File: src/design/c32_pkg.sv
`timescale 1ns / 1ps

package c32_pkg;

    localparam int unsigned NUM_CHARS   = 6;
    localparam int unsigned SYM_W       = 5;
    localparam int unsigned VALUE_W     = NUM_CHARS * SYM_W;   // 30
    localparam int unsigned NUM_DIGITS  = 9;
    localparam int unsigned BCD_W       = NUM_DIGITS * 4;      // 36
    localparam int unsigned BITS_PER_ST = 6;                   // dabble steps per stage
    localparam int unsigned NUM_DAB_ST  = VALUE_W / BITS_PER_ST;
    localparam int unsigned SUM_W       = 7;                   // check sum fits in 0..72

    localparam logic [VALUE_W-1:0] MAX_VALUE = VALUE_W'(999999999);

    // Conversion word carried down the pipeline
    typedef struct packed {
        logic               ok;
        logic [VALUE_W-1:0] value;
        logic [VALUE_W-1:0] rem;    // bits still to shift into the BCD word, MSB first
        logic [BCD_W-1:0]   bcd;
    } t_conv;

    // Final result word
    typedef struct packed {
        logic               valid_res;
        logic [VALUE_W-1:0] number_value;
        logic [BCD_W-1:0]   digits_bcd;
        logic               check_ok;
    } t_result;

    // Symbol lookup: {in_alphabet, value}; alphabet has no A, E, I or O
    function automatic logic [SYM_W:0] sym_lookup(input logic [7:0] ch);
        logic [SYM_W:0] r;
        r = '0;
        unique case (ch)
            "0": r = {1'b1, 5'd0};
            "1": r = {1'b1, 5'd1};
            "2": r = {1'b1, 5'd2};
            "3": r = {1'b1, 5'd3};
            "4": r = {1'b1, 5'd4};
            "5": r = {1'b1, 5'd5};
            "6": r = {1'b1, 5'd6};
            "7": r = {1'b1, 5'd7};
            "8": r = {1'b1, 5'd8};
            "9": r = {1'b1, 5'd9};
            "B": r = {1'b1, 5'd10};
            "C": r = {1'b1, 5'd11};
            "D": r = {1'b1, 5'd12};
            "F": r = {1'b1, 5'd13};
            "G": r = {1'b1, 5'd14};
            "H": r = {1'b1, 5'd15};
            "J": r = {1'b1, 5'd16};
            "K": r = {1'b1, 5'd17};
            "L": r = {1'b1, 5'd18};
            "M": r = {1'b1, 5'd19};
            "N": r = {1'b1, 5'd20};
            "P": r = {1'b1, 5'd21};
            "Q": r = {1'b1, 5'd22};
            "R": r = {1'b1, 5'd23};
            "S": r = {1'b1, 5'd24};
            "T": r = {1'b1, 5'd25};
            "U": r = {1'b1, 5'd26};
            "V": r = {1'b1, 5'd27};
            "W": r = {1'b1, 5'd28};
            "X": r = {1'b1, 5'd29};
            "Y": r = {1'b1, 5'd30};
            "Z": r = {1'b1, 5'd31};
            default: r = '0;
        endcase
        return r;
    endfunction

    // One double-dabble step: add 3 to nibbles >= 5, then shift in one bit
    function automatic logic [BCD_W-1:0] dabble_step(input logic [BCD_W-1:0] bcd,
                                                     input logic            bit_in);
        logic [BCD_W-1:0] t;
        t = bcd;
        for (int n = 0; n < NUM_DIGITS; n++) begin
            if (t[n*4 +: 4] >= 4'd5) begin
                t[n*4 +: 4] = t[n*4 +: 4] + 4'd3;
            end
        end
        return {t[BCD_W-2:0], bit_in};
    endfunction

    // Odd-position digit: doubled, folded back below 10
    function automatic logic [3:0] dbl_fold(input logic [3:0] d);
        logic [4:0] t;
        t = {d, 1'b0};
        if (t > 5'd9) begin
            t = t - 5'd9;
        end
        return t[3:0];
    endfunction

    // Sum (0..72) mod 10: take off 40, then 20, then 10 where they fit
    function automatic logic [3:0] mod10(input logic [SUM_W-1:0] s);
        logic [SUM_W-1:0] t;
        t = s;
        if (t >= SUM_W'(40)) begin
            t = t - SUM_W'(40);
        end
        if (t >= SUM_W'(20)) begin
            t = t - SUM_W'(20);
        end
        if (t >= SUM_W'(10)) begin
            t = t - SUM_W'(10);
        end
        return t[3:0];
    endfunction

endpackage

File: src/design/c32_char_map.sv
`timescale 1ns / 1ps

module c32_char_map (
    input  logic                   i_clk,
    input  logic                   i_rst_n,
    input  logic                   i_valid,
    output logic                   o_ready,
    input  logic [7:0]             i_char0,
    input  logic [7:0]             i_char1,
    input  logic [7:0]             i_char2,
    input  logic [7:0]             i_char3,
    input  logic [7:0]             i_char4,
    input  logic [7:0]             i_char5,
    output logic                   o_valid,
    input  logic                   i_ready,
    output c32_pkg::t_conv         o_data
);
    import c32_pkg::*;

    logic [SYM_W:0]   s0, s1, s2, s3, s4, s5;
    logic [VALUE_W-1:0] value;
    t_conv            n_data;
    t_conv            r_data;
    logic             r_valid;

    // symbol lookup and base-32 assembly (pure concatenation)
    always_comb begin
        s0 = sym_lookup(i_char0);
        s1 = sym_lookup(i_char1);
        s2 = sym_lookup(i_char2);
        s3 = sym_lookup(i_char3);
        s4 = sym_lookup(i_char4);
        s5 = sym_lookup(i_char5);
        value = {s0[SYM_W-1:0], s1[SYM_W-1:0], s2[SYM_W-1:0],
                 s3[SYM_W-1:0], s4[SYM_W-1:0], s5[SYM_W-1:0]};
        n_data.ok    = s0[SYM_W] & s1[SYM_W] & s2[SYM_W] & s3[SYM_W] & s4[SYM_W]
                     & s5[SYM_W] & (value <= MAX_VALUE);
        n_data.value = value;
        n_data.rem   = value;
        n_data.bcd   = '0;
    end

    assign o_ready = !r_valid || i_ready;

    always_ff @(posedge i_clk) begin
        if (!i_rst_n) begin
            r_valid <= 1'b0;
        end else if (o_ready) begin
            r_valid <= i_valid;
        end
    end

    always_ff @(posedge i_clk) begin
        if (o_ready && i_valid) begin
            r_data <= n_data;
        end
    end

    assign o_valid = r_valid;
    assign o_data  = r_data;

endmodule

File: src/design/c32_dabble_stage.sv
`timescale 1ns / 1ps

module c32_dabble_stage (
    input  logic           i_clk,
    input  logic           i_rst_n,
    input  logic           i_valid,
    output logic           o_ready,
    input  c32_pkg::t_conv i_data,
    output logic           o_valid,
    input  logic           i_ready,
    output c32_pkg::t_conv o_data
);
    import c32_pkg::*;

    t_conv n_data;
    t_conv r_data;
    logic  r_valid;

    // a slice of the binary-to-BCD conversion, MSB first
    always_comb begin
        n_data = i_data;
        for (int k = 0; k < BITS_PER_ST; k++) begin
            n_data.bcd = dabble_step(n_data.bcd, n_data.rem[VALUE_W-1]);
            n_data.rem = {n_data.rem[VALUE_W-2:0], 1'b0};
        end
    end

    assign o_ready = !r_valid || i_ready;

    always_ff @(posedge i_clk) begin
        if (!i_rst_n) begin
            r_valid <= 1'b0;
        end else if (o_ready) begin
            r_valid <= i_valid;
        end
    end

    always_ff @(posedge i_clk) begin
        if (o_ready && i_valid) begin
            r_data <= n_data;
        end
    end

    assign o_valid = r_valid;
    assign o_data  = r_data;

endmodule

File: src/design/c32_check.sv
`timescale 1ns / 1ps

module c32_check (
    input  logic             i_clk,
    input  logic             i_rst_n,
    input  logic             i_valid,
    output logic             o_ready,
    input  c32_pkg::t_conv   i_data,
    output logic             o_valid,
    input  logic             i_ready,
    output c32_pkg::t_result o_data
);
    import c32_pkg::*;

    logic [3:0]       dig [NUM_DIGITS];
    logic [SUM_W-1:0] sum;
    t_result          n_data;
    t_result          r_data;
    logic             r_valid;

    // weighted digit sum; digit 0 sits in the top nibble
    always_comb begin
        for (int n = 0; n < NUM_DIGITS; n++) begin
            dig[n] = i_data.bcd[BCD_W-4-n*4 +: 4];
        end
        sum = SUM_W'(dig[0]) + SUM_W'(dbl_fold(dig[1]))
            + SUM_W'(dig[2]) + SUM_W'(dbl_fold(dig[3]))
            + SUM_W'(dig[4]) + SUM_W'(dbl_fold(dig[5]))
            + SUM_W'(dig[6]) + SUM_W'(dbl_fold(dig[7]));
    end

    // zero the result fields of a rejected code
    always_comb begin
        n_data.valid_res    = i_data.ok;
        n_data.number_value = i_data.ok ? i_data.value : '0;
        n_data.digits_bcd   = i_data.ok ? i_data.bcd : '0;
        n_data.check_ok     = i_data.ok && (mod10(sum) == dig[NUM_DIGITS-1]);
    end

    assign o_ready = !r_valid || i_ready;

    always_ff @(posedge i_clk) begin
        if (!i_rst_n) begin
            r_valid <= 1'b0;
        end else if (o_ready) begin
            r_valid <= i_valid;
        end
    end

    always_ff @(posedge i_clk) begin
        if (o_ready && i_valid) begin
            r_data <= n_data;
        end
    end

    assign o_valid = r_valid;
    assign o_data  = r_data;

endmodule

File: src/design/code32_payload_decoder.sv
`timescale 1ns / 1ps

// Code 32 payload decoder: takes the six ASCII data characters of a symbol and
// returns the nine-digit number as binary and packed BCD, a valid flag (all
// characters in the alphabet without A, E, I and O, and value <= 999999999) and
// the mod-10 check result. Fully pipelined: one transaction per cycle while the
// output is not stalled, through symbol lookup, five double-dabble stages of six
// bits each and the check digit stage. Each stage holds one transaction; a stall
// on the output fills empty stages first, so input is still taken while bubbles
// remain. Rejected codes give zero in all result fields.
module code32_payload_decoder (
    input  logic        i_clk,
    input  logic        i_rst_n,
    input  logic        i_valid,
    output logic        o_stall,
    input  logic [7:0]  i_char0,
    input  logic [7:0]  i_char1,
    input  logic [7:0]  i_char2,
    input  logic [7:0]  i_char3,
    input  logic [7:0]  i_char4,
    input  logic [7:0]  i_char5,
    output logic        o_valid,
    input  logic        i_stall,
    output logic        o_valid_res,
    output logic [29:0] o_number_value,
    output logic [35:0] o_digits_bcd,
    output logic        o_check_ok
);
    import c32_pkg::*;

    logic    st_valid [NUM_DAB_ST+1];
    logic    st_ready [NUM_DAB_ST+1];
    t_conv   st_data  [NUM_DAB_ST+1];
    logic    map_ready;
    logic    chk_valid;
    logic    chk_ready;
    t_result chk_data;

    // symbol lookup
    c32_char_map u_map (
        .i_clk   (i_clk),
        .i_rst_n (i_rst_n),
        .i_valid (i_valid),
        .o_ready (map_ready),
        .i_char0 (i_char0),
        .i_char1 (i_char1),
        .i_char2 (i_char2),
        .i_char3 (i_char3),
        .i_char4 (i_char4),
        .i_char5 (i_char5),
        .o_valid (st_valid[0]),
        .i_ready (st_ready[0]),
        .o_data  (st_data[0])
    );

    // binary to BCD
    for (genvar g = 0; g < NUM_DAB_ST; g++) begin : g_dab
        c32_dabble_stage u_dab (
            .i_clk   (i_clk),
            .i_rst_n (i_rst_n),
            .i_valid (st_valid[g]),
            .o_ready (st_ready[g]),
            .i_data  (st_data[g]),
            .o_valid (st_valid[g+1]),
            .i_ready (st_ready[g+1]),
            .o_data  (st_data[g+1])
        );
    end

    // check digit and output register
    c32_check u_chk (
        .i_clk   (i_clk),
        .i_rst_n (i_rst_n),
        .i_valid (st_valid[NUM_DAB_ST]),
        .o_ready (st_ready[NUM_DAB_ST]),
        .i_data  (st_data[NUM_DAB_ST]),
        .o_valid (chk_valid),
        .i_ready (chk_ready),
        .o_data  (chk_data)
    );

    assign chk_ready      = !i_stall;
    assign o_stall        = !map_ready;
    assign o_valid        = chk_valid;
    assign o_valid_res    = chk_data.valid_res;
    assign o_number_value = chk_data.number_value;
    assign o_digits_bcd   = chk_data.digits_bcd;
    assign o_check_ok     = chk_data.check_ok;

    // rejected code carries all-zero result fields
    a_reject_zero: assert property (@(posedge i_clk) disable iff (!i_rst_n)
        o_valid && !o_valid_res |-> o_number_value == '0 && o_digits_bcd == '0
                                    && !o_check_ok)
        else $error("rejected code with nonzero result");

    // accepted value stays within nine decimal digits
    a_range: assert property (@(posedge i_clk) disable iff (!i_rst_n)
        o_valid && o_valid_res |-> o_number_value <= 30'd999999999)
        else $error("valid result out of range");

    // every BCD digit of an accepted code is decimal
    a_bcd_digits: assert property (@(posedge i_clk) disable iff (!i_rst_n)
        o_valid && o_valid_res |->
            o_digits_bcd[35:32] <= 4'd9 && o_digits_bcd[31:28] <= 4'd9 &&
            o_digits_bcd[27:24] <= 4'd9 && o_digits_bcd[23:20] <= 4'd9 &&
            o_digits_bcd[19:16] <= 4'd9 && o_digits_bcd[15:12] <= 4'd9 &&
            o_digits_bcd[11:8]  <= 4'd9 && o_digits_bcd[7:4]   <= 4'd9 &&
            o_digits_bcd[3:0]   <= 4'd9)
        else $error("non-decimal BCD digit");

    // an empty output stage means the pipe can always take input
    a_no_stall_empty: assert property (@(posedge i_clk) disable iff (!i_rst_n)
        !o_valid |-> !o_stall)
        else $error("input stalled with empty output stage");

endmodule
File: config.mk
export PLATFORM = sky130hd
export DESIGN_NAME = code32_payload_decoder
export DESIGN_NICKNAME = d
export VERILOG_FILES = /design/src/design/c32_pkg.sv /design/src/design/c32_char_map.sv /design/src/design/c32_dabble_stage.sv /design/src/design/c32_check.sv /design/src/design/code32_payload_decoder.sv
export SDC_FILE = /design/constraint.sdc
export NUM_CORES = 1
export LEC_CHECK = 0
export BUFFER_PORTS_ARGS = -buffer_cell sky130_fd_sc_hd__buf_2
export CAP_MARGIN = 20
export CELL_PAD_IN_SITES_DETAIL_PLACEMENT = 0
export CELL_PAD_IN_SITES_GLOBAL_PLACEMENT = 2
export CORE_ASPECT_RATIO = 0.7
export CORE_UTILIZATION = 42
export CTS_BUF_LIST = sky130_fd_sc_hd__clkbuf_8
export DETAILED_ROUTE_END_ITERATION = 10
export PLACE_DENSITY_LB_ADDON = 0.3
export SYNTH_ARGS = -nofsm -noshare
export SYNTH_HDL_FRONTEND = slang
export SYNTH_MEMORY_MAX_BITS = 65536
export SYNTH_SLANG_ARGS = --single-unit
File: constraint.sdc
create_clock -name i_clk -period 8.2 [get_ports i_clk]
set_input_delay 1.64 -clock i_clk [delete_from_list [all_inputs] [get_ports i_clk]]
set_output_delay 1.64 -clock i_clk [all_outputs]
set_load 0.05 [all_outputs]
==> results by group, run 1 <==
Global routing
  • Total congestion overflow after global routing: 0
  • Wire length of the first global-routing pass: 114 mm
  • Maximum number of pins on one net before global-route repair: 68
  • Initial antenna violation count: 4
  • Overall routing resource usage: 17.0%
  • Vias in the first global route: 23981

Final layout
  • Number of nets at the end of the flow: 3994
  • Most common cell after layout, fill and taps aside: edfxtp_1
  • Post-layout instance area: 0.0355 mm²
  • Share of the core filled with cells: 46.8%
  • Share of cells above drive strength 1: 11.1%
  • Top library cells by usage in the layout, fill and taps aside: edfxtp_1, inv_1, ha_1
  • Relative area change from synthesis to final layout: 9.13%

Hold path
  • Worst hold stages: 0
  • Worst-case hold path end point: g_dab[4].u_dab.o_data[91]
  • Hold path startpoint: g_dab[3].u_dab.o_data[91]
  • Path category of the worst min-delay check: reg2reg

Synthesis
  • Post-synthesis share of cell area spent on and, or, nand and nor gates: 17.1%
  • Synth warnings: 0
  • Synthesized-area fraction occupied by adder cells: 13.8%
  • Gate Count Post-Synth: 3466
  • Leading register cell type out of synthesis: edfxtp_1
  • Main combinational cell family by area after synthesis: compound AO/OA/AOI/OAI gates
  • Number of synthesized register bits: 367
  • Share of flip-flops with an asynchronous set or reset after synthesis: 0%
  • Post-synthesis mux area share: 8.77%
  • Sequential cell area fraction in the yosys report: 33.6%
  • Synth top area share: 33.2%
  • Mean cell area of the mapped netlist: 9.39 µm²
  • Cell area after technology mapping: 0.0325 mm²
  • Most area-consuming cells after synthesis: edfxtp_1, ha_1, mux2i_1
  • Synth Area in Compound Gates: 18.1%
  • XOR/XNOR share of the synthesized area: 3.58%
  • Count of flip-flops with a built-in enable after synthesis: 360
  • Syn_nets: 3866
  • Cell type contributing the most total cell area after synthesis: edfxtp_1
  • Number of different library cells in the post-synthesis netlist: 114

Clock network
  • Maximum count of clock buffers along a single path: 3
  • Cts bufs inserted: 60
  • Clock-pin transition on the worst setup and hold timing paths: 0.07 ns
  • CTS tree: built
  • Total number of clock tree sinks: 367
  • Skew-Pair Late Insertion Delay: 0.68 ns
  • Total setup buffers inserted after CTS: 0
  • Clock Tree Root: clkbuf_8
  • H-tree lvl count: 2

Floorplan
  • Effective utilization at floorplan: 42.9%
  • DIE HEIGHT: 235 µm
  • Area inside the core boundary: 0.0759 mm²
  • I/O pin cnt: 122
  • Full die area: 0.0786 mm²
  • Overall die width: 335 µm
  • Number of rows created at floorplan: 84

Drt
  • Count of antenna-violating nets left after detailed routing: 0
  • Routed via count divided by cell count: 5.38
  • Number of DRC violations after detailed-routing iteration 0: 1218
  • Total via count in the routed design: 25123
  • 1st-pass router iterations: 8
  • WL per Instance: 14.6 µm
  • Number of remaining DRC errors: 0
  • Wire length after detailed routing: 68.2 mm

STA
  • Period utilization: 94.8%
  • Count of pins over their slew limit: 0
  • Remaining max-slew budget at the tightest pin: 17.6%
  • Pin slew with the least headroom to its limit: 1.20 ns
  • Max Freq: 129 MHz
  • Final Hold Violating Endpoints: 0
  • Worst setup margin: 0.422 ns
  • Final critical-path required period: 7.78 ns
  • Maximum clock skew at final layout: 0.0247 ns
  • Final-report setup violation count: 0
  • Worst hold slack after final layout: 0.412 ns

Setup path
  • Arrival time of the worst setup path: 8.24 ns
  • R2r worst-path depth: 27
  • Crit path capture type: flop
  • Kind of launch point of the worst setup path: flop
  • Reg2Reg Setup Slack: 0.42 ns
  • Slowest library cell on the worst path: fa_1
  • Buffers plus inverters on the worst setup path: 5
  • Critical path depth: 27
  • Required time worst endpoint: 8.66 ns
  • Category of the critical setup timing path: reg2reg
  • Worst stage delay on the critical path: 0.54 ns
  • Critical path's most frequent cell: fa_1
  • RR Endpoint: u_chk.o_data[0]
  • Maximum fanout encountered on the critical timing path: 4
  • Source of the worst register-to-register timing path: g_dab[4].u_dab.o_data[28]
  • Top cell family by delay on the critical path: adder cells

Status
  • Outcome: finished, final reports clean

Place
  • Count of buffers from port buffering: 121
  • Area after detailed placement: 0.0343 mm²
  • Pre-CTS WS: 0.291 ns
  • DP HPWL: 52.7 mm
  • Weighted congestion reported at the end of routability-driven placement: 0.843

Job
  • Max-capacitance violation count: 0
-- worst reg2reg max path, cell delays in order, from the launching register on --
cell and delay, ns:
edfxtp_1 0.44, inv_1 0.09, ha_1 0.18, inv_1 0.06
a21oi_2 0.22, xnor2_1 0.20, inv_1 0.10, fa_1 0.44
xnor2_1 0.20, fa_1 0.46, fa_1 0.54, inv_1 0.05
fa_1 0.50, fa_1 0.52, inv_1 0.07, fa_1 0.48
a21o_1 0.21, a21oi_1 0.25, xor2_1 0.37, o2111ai_2 0.17
a221o_1 0.43, a21oi_1 0.20, o22ai_1 0.15, ha_1 0.26
o32ai_2 0.31, mux2i_1 0.26, xor2_1 0.09, nor4b_1 0.34
-- cells by family after synthesis --
group           count (synthesis)
simple gates                 1060
compound gates                864
buf+inv                       422
flops                         367
fa+ha+maj                     348
mux                           272
xor+xnor                      133
-- area by class of cell --
| cell class | count | area [µm²] |
|---|---|---|
| multi-input combinational | 2677 | 20100 |
| antenna | 1 | 2.50 |
| clock buffer | 60 | 826 |
| fill | 7107 | 40400 |
| sequential | 367 | 11000 |
| clock inverter | 48 | 300 |
| timing repair buffer | 130 | 686 |
| inverter | 358 | 1340 |
| tap | 1032 | 1290 |
-- routing by layer --
metal  global-route usage [%]  vias to the layer above  part of all wire (%)
met3                     2.57                       75                   3.9
met4                     3.81                        2                   1.6
met5                        0                        -                 0.019
met1                     23.2                    11810                    49
li1                         -                    12870                     -
met2                     28.1                      366                    45
-- stage by stage --
step                std cells  TNS [ns]
global route             4673   -0.0510
floorplan                3466         0
finish                   4673         0
global placement         4563         0
CTS                      4671         0
detailed placement       4563         0
-- what timing repair did --
action	in CTS	in global routing
setup endpoints to repair	0	9
hold buffers	0	0
resized for setup	0	13
-- cells in the mapped netlist (43+ instances only) --
cell type and count:
a21oi_1 193, a31oi_1 43, and2_1 98, clkbuf_1 46, edfxtp_1 360, ha_1 329
inv_1 346, mux2_2 84, mux2i_1 182, nand2_1 244, nand2b_1 119, nand3_1 50
nor2_1 215, nor2b_1 95, nor3_1 51, o21ai_0 159, xnor2_1 103
-- worst max path at each step --
stage,start,endpoint,slack [ns]
floorplan,g_dab[4].u_dab.o_data[28],u_chk.o_data[0],1.00
global placement,g_dab[4].u_dab.o_data[28],u_chk.o_data[0],0.52
detailed placement,g_dab[4].u_dab.o_data[28],u_chk.o_data[0],0.29
CTS,g_dab[4].u_dab.o_data[28],u_chk.o_data[0],0.21
global route,g_dab[4].u_dab.o_data[28],u_chk.o_data[0],-0.05
finish,g_dab[4].u_dab.o_data[28],u_chk.o_data[0],0.42
-- flip-flops by register name, indices dropped and copies added (netlist names) --
| name | flops |
|---|---|
| u_chk.o_valid | 1 |
| u_chk.o_data | 67 |
| u_map.o_valid | 1 |
| g_dab.u_dab.o_valid | 5 |
| u_map.o_data | 31 |
| g_dab.u_dab.o_data | 262 |
Power of run 1 is left out: the tool's default activity adds up to more than one toggle a clock period on the data nets, which glitch-free logic cannot reach.
==> run 2: changes to the inputs <==
ABC_AREA = 1   (was unset)
CORE_UTILIZATION = 35   (was 42)
CTS_BUF_LIST = unset   (was sky130_fd_sc_hd__clkbuf_8)
==> run 2 against run 1 <==
Setup slack improved by 0.38 ns. Clock skew increased by 0.0029 ns. Core utilization decreased by 7.6 points. Critical path type unchanged. Die area increased by 16%. First-iteration DRC count decreased by 3.0%. Worst hold slack improved by 0.0017 ns. Routed wire length decreased by 7.4%. Register-to-register slack improved by 0.38 ns. Non-clock buffer count decreased by 1.
==> results by group, run 2 <==
Clock network
  • Number of instances resized during post-cts repair: 0
  • Cts bufs inserted: 39
  • Quantity of hold-fixing buffers added after cts: 0
  • H-tree lvl count: 2
  • Total setup buffers inserted after CTS: 0
  • Skew-Pair Late Insertion Delay: 0.57 ns
  • Clock-pin transition on the worst setup and hold timing paths: 0.07 ns
  • CTS tree: built
  • Clock Tree Root: clkbuf_16
  • Maximum count of clock buffers along a single path: 3
  • Total number of clock tree sinks: 367

Global routing
  • Maximum number of pins on one net before global-route repair: 67
  • Total congestion overflow after global routing: 0
  • Initial antenna violation count: 0
  • Overall routing resource usage: 13.9%
  • Vias in the first global route: 22831
  • Wire length of the first global-routing pass: 108 mm

Final layout
  • Share of cells above drive strength 1: 9.54%
  • Area used by sequential logic in the layout: 0.0110 mm²
  • Multi-input gate area in the final layout: 0.0171 mm²
  • Inserted Diodes: 0
  • Post-layout instance area: 0.0347 mm²
  • Number of nets at the end of the flow: 4782
  • Number of fillers in the final layout: 9157
  • Relative area change from synthesis to final layout: 10.6%
  • Number of flip-flops under the largest register name: 262
  • Top library cells by usage in the layout, fill and taps aside: nand2_1, inv_1, nand3_1
  • Most common cell after layout, fill and taps aside: nand2_1

STA
  • Max Freq: 135 MHz
  • Final-report setup violation count: 0
  • Count of pins over their slew limit: 0
  • Pin slew with the least headroom to its limit: 1.04 ns
  • Maximum clock skew at final layout: 0.0276 ns
  • Worst setup margin: 0.804 ns
  • Worst hold slack after final layout: 0.414 ns
  • RSZ-0062 raised after global routing: no
  • Final critical-path required period: 7.40 ns
  • Total Negative Setup Slacks: 0 ns
  • Period utilization: 90.2%
  • Final Hold Violating Endpoints: 0
  • Remaining max-slew budget at the tightest pin: 30.5%

Place
  • Count of buffers from port buffering: 121
  • DP HPWL: 49.8 mm
  • Weighted congestion reported at the end of routability-driven placement: 0.830
  • Pre-CTS WS: 0.849 ns
  • Area after detailed placement: 0.0334 mm²

Drt
  • Count of antenna-violating nets left after detailed routing: 0
  • Routed via count divided by cell count: 4.50
  • WL per Instance: 11.3 µm
  • Wire length after detailed routing: 63.1 mm
  • 1st-pass router iterations: 5
  • Number of remaining DRC errors: 0
  • Number of DRC violations after detailed-routing iteration 0: 1182
  • Total via count in the routed design: 25102

Synthesis
  • Most instantiated cells after synthesis: nand2_1, inv_1, nand3_1, edfxtp_1, ha_1
  • Leading cell type by number of instances after synthesis: nand2_1
  • Share of flip-flops with an asynchronous set or reset after synthesis: 0%
  • Most area-consuming cells after synthesis: edfxtp_1, nand2_1, ha_1
  • Count of flip-flops with a built-in enable after synthesis: 360
  • Gate Count Post-Synth: 4234
  • Number of different library cells in the post-synthesis netlist: 61
  • Cell type contributing the most total cell area after synthesis: edfxtp_1
  • Cell area after technology mapping: 0.0314 mm²
  • Mean cell area of the mapped netlist: 7.41 µm²
  • Number of synthesized register bits: 367
  • Synth warnings: 0
  • Synth top area share: 34.5%
  • Leading register cell type out of synthesis: edfxtp_1
  • Sequential cell area fraction in the yosys report: 34.9%
  • Syn_nets: 4634

Floorplan
  • DIE HEIGHT: 252 µm
  • I/O pin cnt: 122
  • Effective utilization at floorplan: 35.5%
  • Full die area: 0.0908 mm²
  • Number of rows created at floorplan: 91
  • Area inside the core boundary: 0.0884 mm²
  • Overall die width: 360 µm

Setup path
  • Worst stage delay on the critical path: 0.54 ns
  • Category of the critical setup timing path: reg2reg
  • Arrival time of the worst setup path: 7.70 ns
  • Kind of launch point of the worst setup path: flop
  • Required time worst endpoint: 8.50 ns
  • Slowest library cell on the worst path: fa_1
  • Maximum fanout encountered on the critical timing path: 6
  • Crit path capture type: flop
  • Critical path's most frequent cell: inv_1

Status
  • Outcome: finished, final reports clean

Job
  • Max-capacitance violation count: 0

Hold path
  • Path category of the worst min-delay check: reg2reg
-- run 2: worst paths after layout --
kind                                           startpoint                        end  slack [ns]  cells after the start
worst max-delay path            g_dab[4].u_dab.o_data[28]            u_chk.o_data[0]        0.80                     34
worst min-delay path                     u_map.o_data[78]  g_dab[0].u_dab.o_data[78]        0.41                      0
worst max register to register  g_dab[4].u_dab.o_data[28]            u_chk.o_data[0]        0.80                     34
worst min register to register           u_map.o_data[78]  g_dab[0].u_dab.o_data[78]        0.41                      0
-- run 2: area by class of cell --
class / count / area share, %
Clock buffer: 46 / 2.95
Sequential cell: 367 / 31.6
Timing Repair Buffer: 129 / 1.96
Clock inverter: 24 / 0.614
Multi-Input combinational cell: 2976 / 49.3
Inverter: 869 / 9.41
Tap cell: 1162 / 4.19
-- run 2: per-stage QoR --
stage               util (%)  cells
finish                  39.2   5573
floorplan                  -   4234
global placement        37.8   5502
detailed placement      37.8   5502
CTS                     39.2   5572
global route            39.2   5573
-- run 2: kinds of logic (layout without fill, tap and decap cells) --
group                      Yosys count  in the layout  synth area share, %
AOI/OAI and AO/OA                  499            499                 9.26
and+or+nand+nor                   2061           2061                 28.4
DFF                                367            367                 34.9
buffers and inverters              891           1068                 10.7
muxes                                1              1               0.0319
adders and majority gates          348            348                 14.3
xor gates and xnor gates            67             67                 2.36
-- run 2: per-layer routing --
metal	vias up	part of all wire [%]	global-route usage, %
li1	13842	-	-
met1	10935	54	20.1
met2	262	41	21.9
met3	63	2.9	1.90
met4	0	1.7	3.19
met5	-	0	0
-- run 2: critical path: cells and delay by family (launching register included) --
kind	cells	cell delay [ns]
adders and majority gates	9	3.51
DFF	1	0.43
and+or+nand+nor	13	1.69
xor gates and xnor gates	4	0.98
buffers and inverters	8	0.52
Power of run 2 is left out for the same reason.
==> run 3: changes to the inputs <==
CELL_PAD_IN_SITES_DETAIL_PLACEMENT = unset   (was 0)
CELL_PAD_IN_SITES_GLOBAL_PLACEMENT = unset   (was 2)
==> run 3 against run 2 <==
Critical endpoint unchanged. Largest cell class unchanged. Critical path type unchanged. Via count is 0.92% higher. Cell count hardly changed. Cell area is 0.17% higher. Maximum frequency is 0.58% lower. Flip-flop and latch count stayed put. Core utilization is 0.065 points higher. Routed wire length is 4.8% lower. First-iteration DRC count is 20% higher. Clock skew is 0.0069 ns higher. Setup slack worse by 0.043 ns. Die area stayed put. Register-to-register slack worse by 0.04 ns.
==> results by group, run 3 (synthesis results as in run 2) <==
Global routing
  • Maximum number of pins on one net before global-route repair: 68
  • Initial antenna violation count: 0
  • Overall routing resource usage: 13.4%
  • Vias in the first global route: 23157
  • Wire length of the first global-routing pass: 105 mm
  • Total congestion overflow after global routing: 0

Drt
  • WL per Instance: 10.8 µm
  • Wire length after detailed routing: 60.1 mm
  • Count of antenna-violating nets left after detailed routing: 0
  • Number of DRC violations after detailed-routing iteration 0: 1414
  • Number of remaining DRC errors: 0
  • Total via count in the routed design: 25333
  • 1st-pass router iterations: 8
  • Routed via count divided by cell count: 4.55

Final layout
  • Inserted Diodes: 0
  • Share of cells above drive strength 1: 9.37%
  • Top library cells by usage in the layout, fill and taps aside: nand2_1, inv_1, nand3_1
  • Number of flip-flops under the largest register name: 262
  • Number of fillers in the final layout: 9009
  • Relative area change from synthesis to final layout: 10.7%
  • Most common cell after layout, fill and taps aside: nand2_1
  • Number of nets at the end of the flow: 4782

Clock network
  • Skew-Pair Late Insertion Delay: 0.59 ns
  • CTS tree: built
  • Number of instances resized during post-cts repair: 0
  • Total setup buffers inserted after CTS: 0
  • Cts bufs inserted: 39
  • Total number of clock tree sinks: 367
  • Clock Tree Root: clkbuf_16
  • Clock-pin transition on the worst setup and hold timing paths: 0.07 ns
  • H-tree lvl count: 2
  • Quantity of hold-fixing buffers added after cts: 0
  • Maximum count of clock buffers along a single path: 3

Setup path
  • Kind of launch point of the worst setup path: flop
  • Slowest library cell on the worst path: fa_1
  • Critical path's most frequent cell: inv_1
  • Maximum fanout encountered on the critical timing path: 6
  • Arrival time of the worst setup path: 7.76 ns
  • Top cell family by delay on the critical path: adder cells
  • Buffers plus inverters on the worst setup path: 8
  • Crit path capture type: flop
  • Worst stage delay on the critical path: 0.55 ns
  • Required time worst endpoint: 8.53 ns
  • Category of the critical setup timing path: reg2reg

STA
  • Remaining max-slew budget at the tightest pin: 32.0%
  • RSZ-0062 raised after global routing: no
  • Total Negative Setup Slacks: 0 ns
  • Period utilization: 90.7%
  • Maximum clock skew at final layout: 0.0345 ns
  • Final Hold Violating Endpoints: 0
  • Pin slew with the least headroom to its limit: 1.02 ns
  • Max Freq: 134 MHz
  • Count of pins over their slew limit: 0
  • Final critical-path required period: 7.44 ns
  • Final-report setup violation count: 0

Status
  • Outcome: finished, final reports clean

Floorplan
  • I/O pin cnt: 122
  • Number of rows created at floorplan: 91
  • Area inside the core boundary: 0.0884 mm²
  • Overall die width: 360 µm
  • DIE HEIGHT: 252 µm
  • Effective utilization at floorplan: 35.5%
  • Full die area: 0.0908 mm²

Place
  • Weighted congestion reported at the end of routability-driven placement: 0.892
  • Count of buffers from port buffering: 121
  • DP HPWL: 47.0 mm

Job
  • Max-capacitance violation count: 0

Hold path
  • Path category of the worst min-delay check: reg2reg
-- run 3: cell count changes in the layout (fill, tap and decap cells not counted), moves of 2 or more --
cell	before	now
clkinvlp_4	5	0
clkbuf_1	6	2
clkinv_2	9	5
clkinv_16	0	2
bufinv_16	2	5
clkinv_1	3	13
-- run 3: worst paths after layout --
| path | start | endpoint | slack (ns) | cells after the start |
|---|---|---|---|---|
| min reg2reg | g_dab[2].u_dab.o_data[66] | g_dab[3].u_dab.o_data[66] | 0.41 | 0 |
| max reg2reg | g_dab[4].u_dab.o_data[28] | u_chk.o_data[0] | 0.76 | 34 |
| max | g_dab[4].u_dab.o_data[28] | u_chk.o_data[0] | 0.76 | 34 |
| min | g_dab[2].u_dab.o_data[66] | g_dab[3].u_dab.o_data[66] | 0.41 | 0 |
-- run 3: area by class of cell --
| class | instances | area, µm² | area share, % |
|---|---|---|---|
| Multi-Input combinational cell | 2976 | 17100 | 49.2 |
| Sequential cell | 367 | 11000 | 31.5 |
| Inverter | 869 | 3260 | 9.39 |
| Tap cell | 1162 | 1450 | 4.19 |
| Clock buffer | 41 | 983 | 2.83 |
| Timing Repair Buffer | 129 | 666 | 1.92 |
| Clock inverter | 27 | 323 | 0.930 |
-- run 3: per-stage QoR --
step | instances | setup WS, ns | hold WS [ns] | instance area [µm²] | utilization [%]
floorplan | 4234 | 1.39 | 0.400 | 31400 | -
CTS | 5571 | 0.791 | 0.412 | 34700 | 39.3
finish | 5571 | 0.761 | 0.413 | 34700 | 39.3
global placement | 5503 | 0.980 | 0.400 | 33400 | 37.8
detailed placement | 5503 | 0.841 | 0.405 | 33400 | 37.8
global route | 5571 | 0.160 | 0.422 | 34700 | 39.3
-- run 3: metal layers --
layer  up-vias  part of all wire, %  wire length, µm  track usage (%)
met5         -                    0                0                0
met4         0                  1.4              854             2.63
met3        65                  3.7             2220             1.83
met2       359                   42            25000             21.3
met1     11055                   53            32000             19.4
li1      13854                    -                -                -
-- run 3: worst register-to-register path, delay by kind of cell, from the launching register on --
family	cells	cell delay (ns)
fa+ha+maj	9	3.53
simple gates	13	1.71
xor+xnor	4	0.99
buf+inv	8	0.55
flops	1	0.42
Power of run 3 is left out for the same reason.
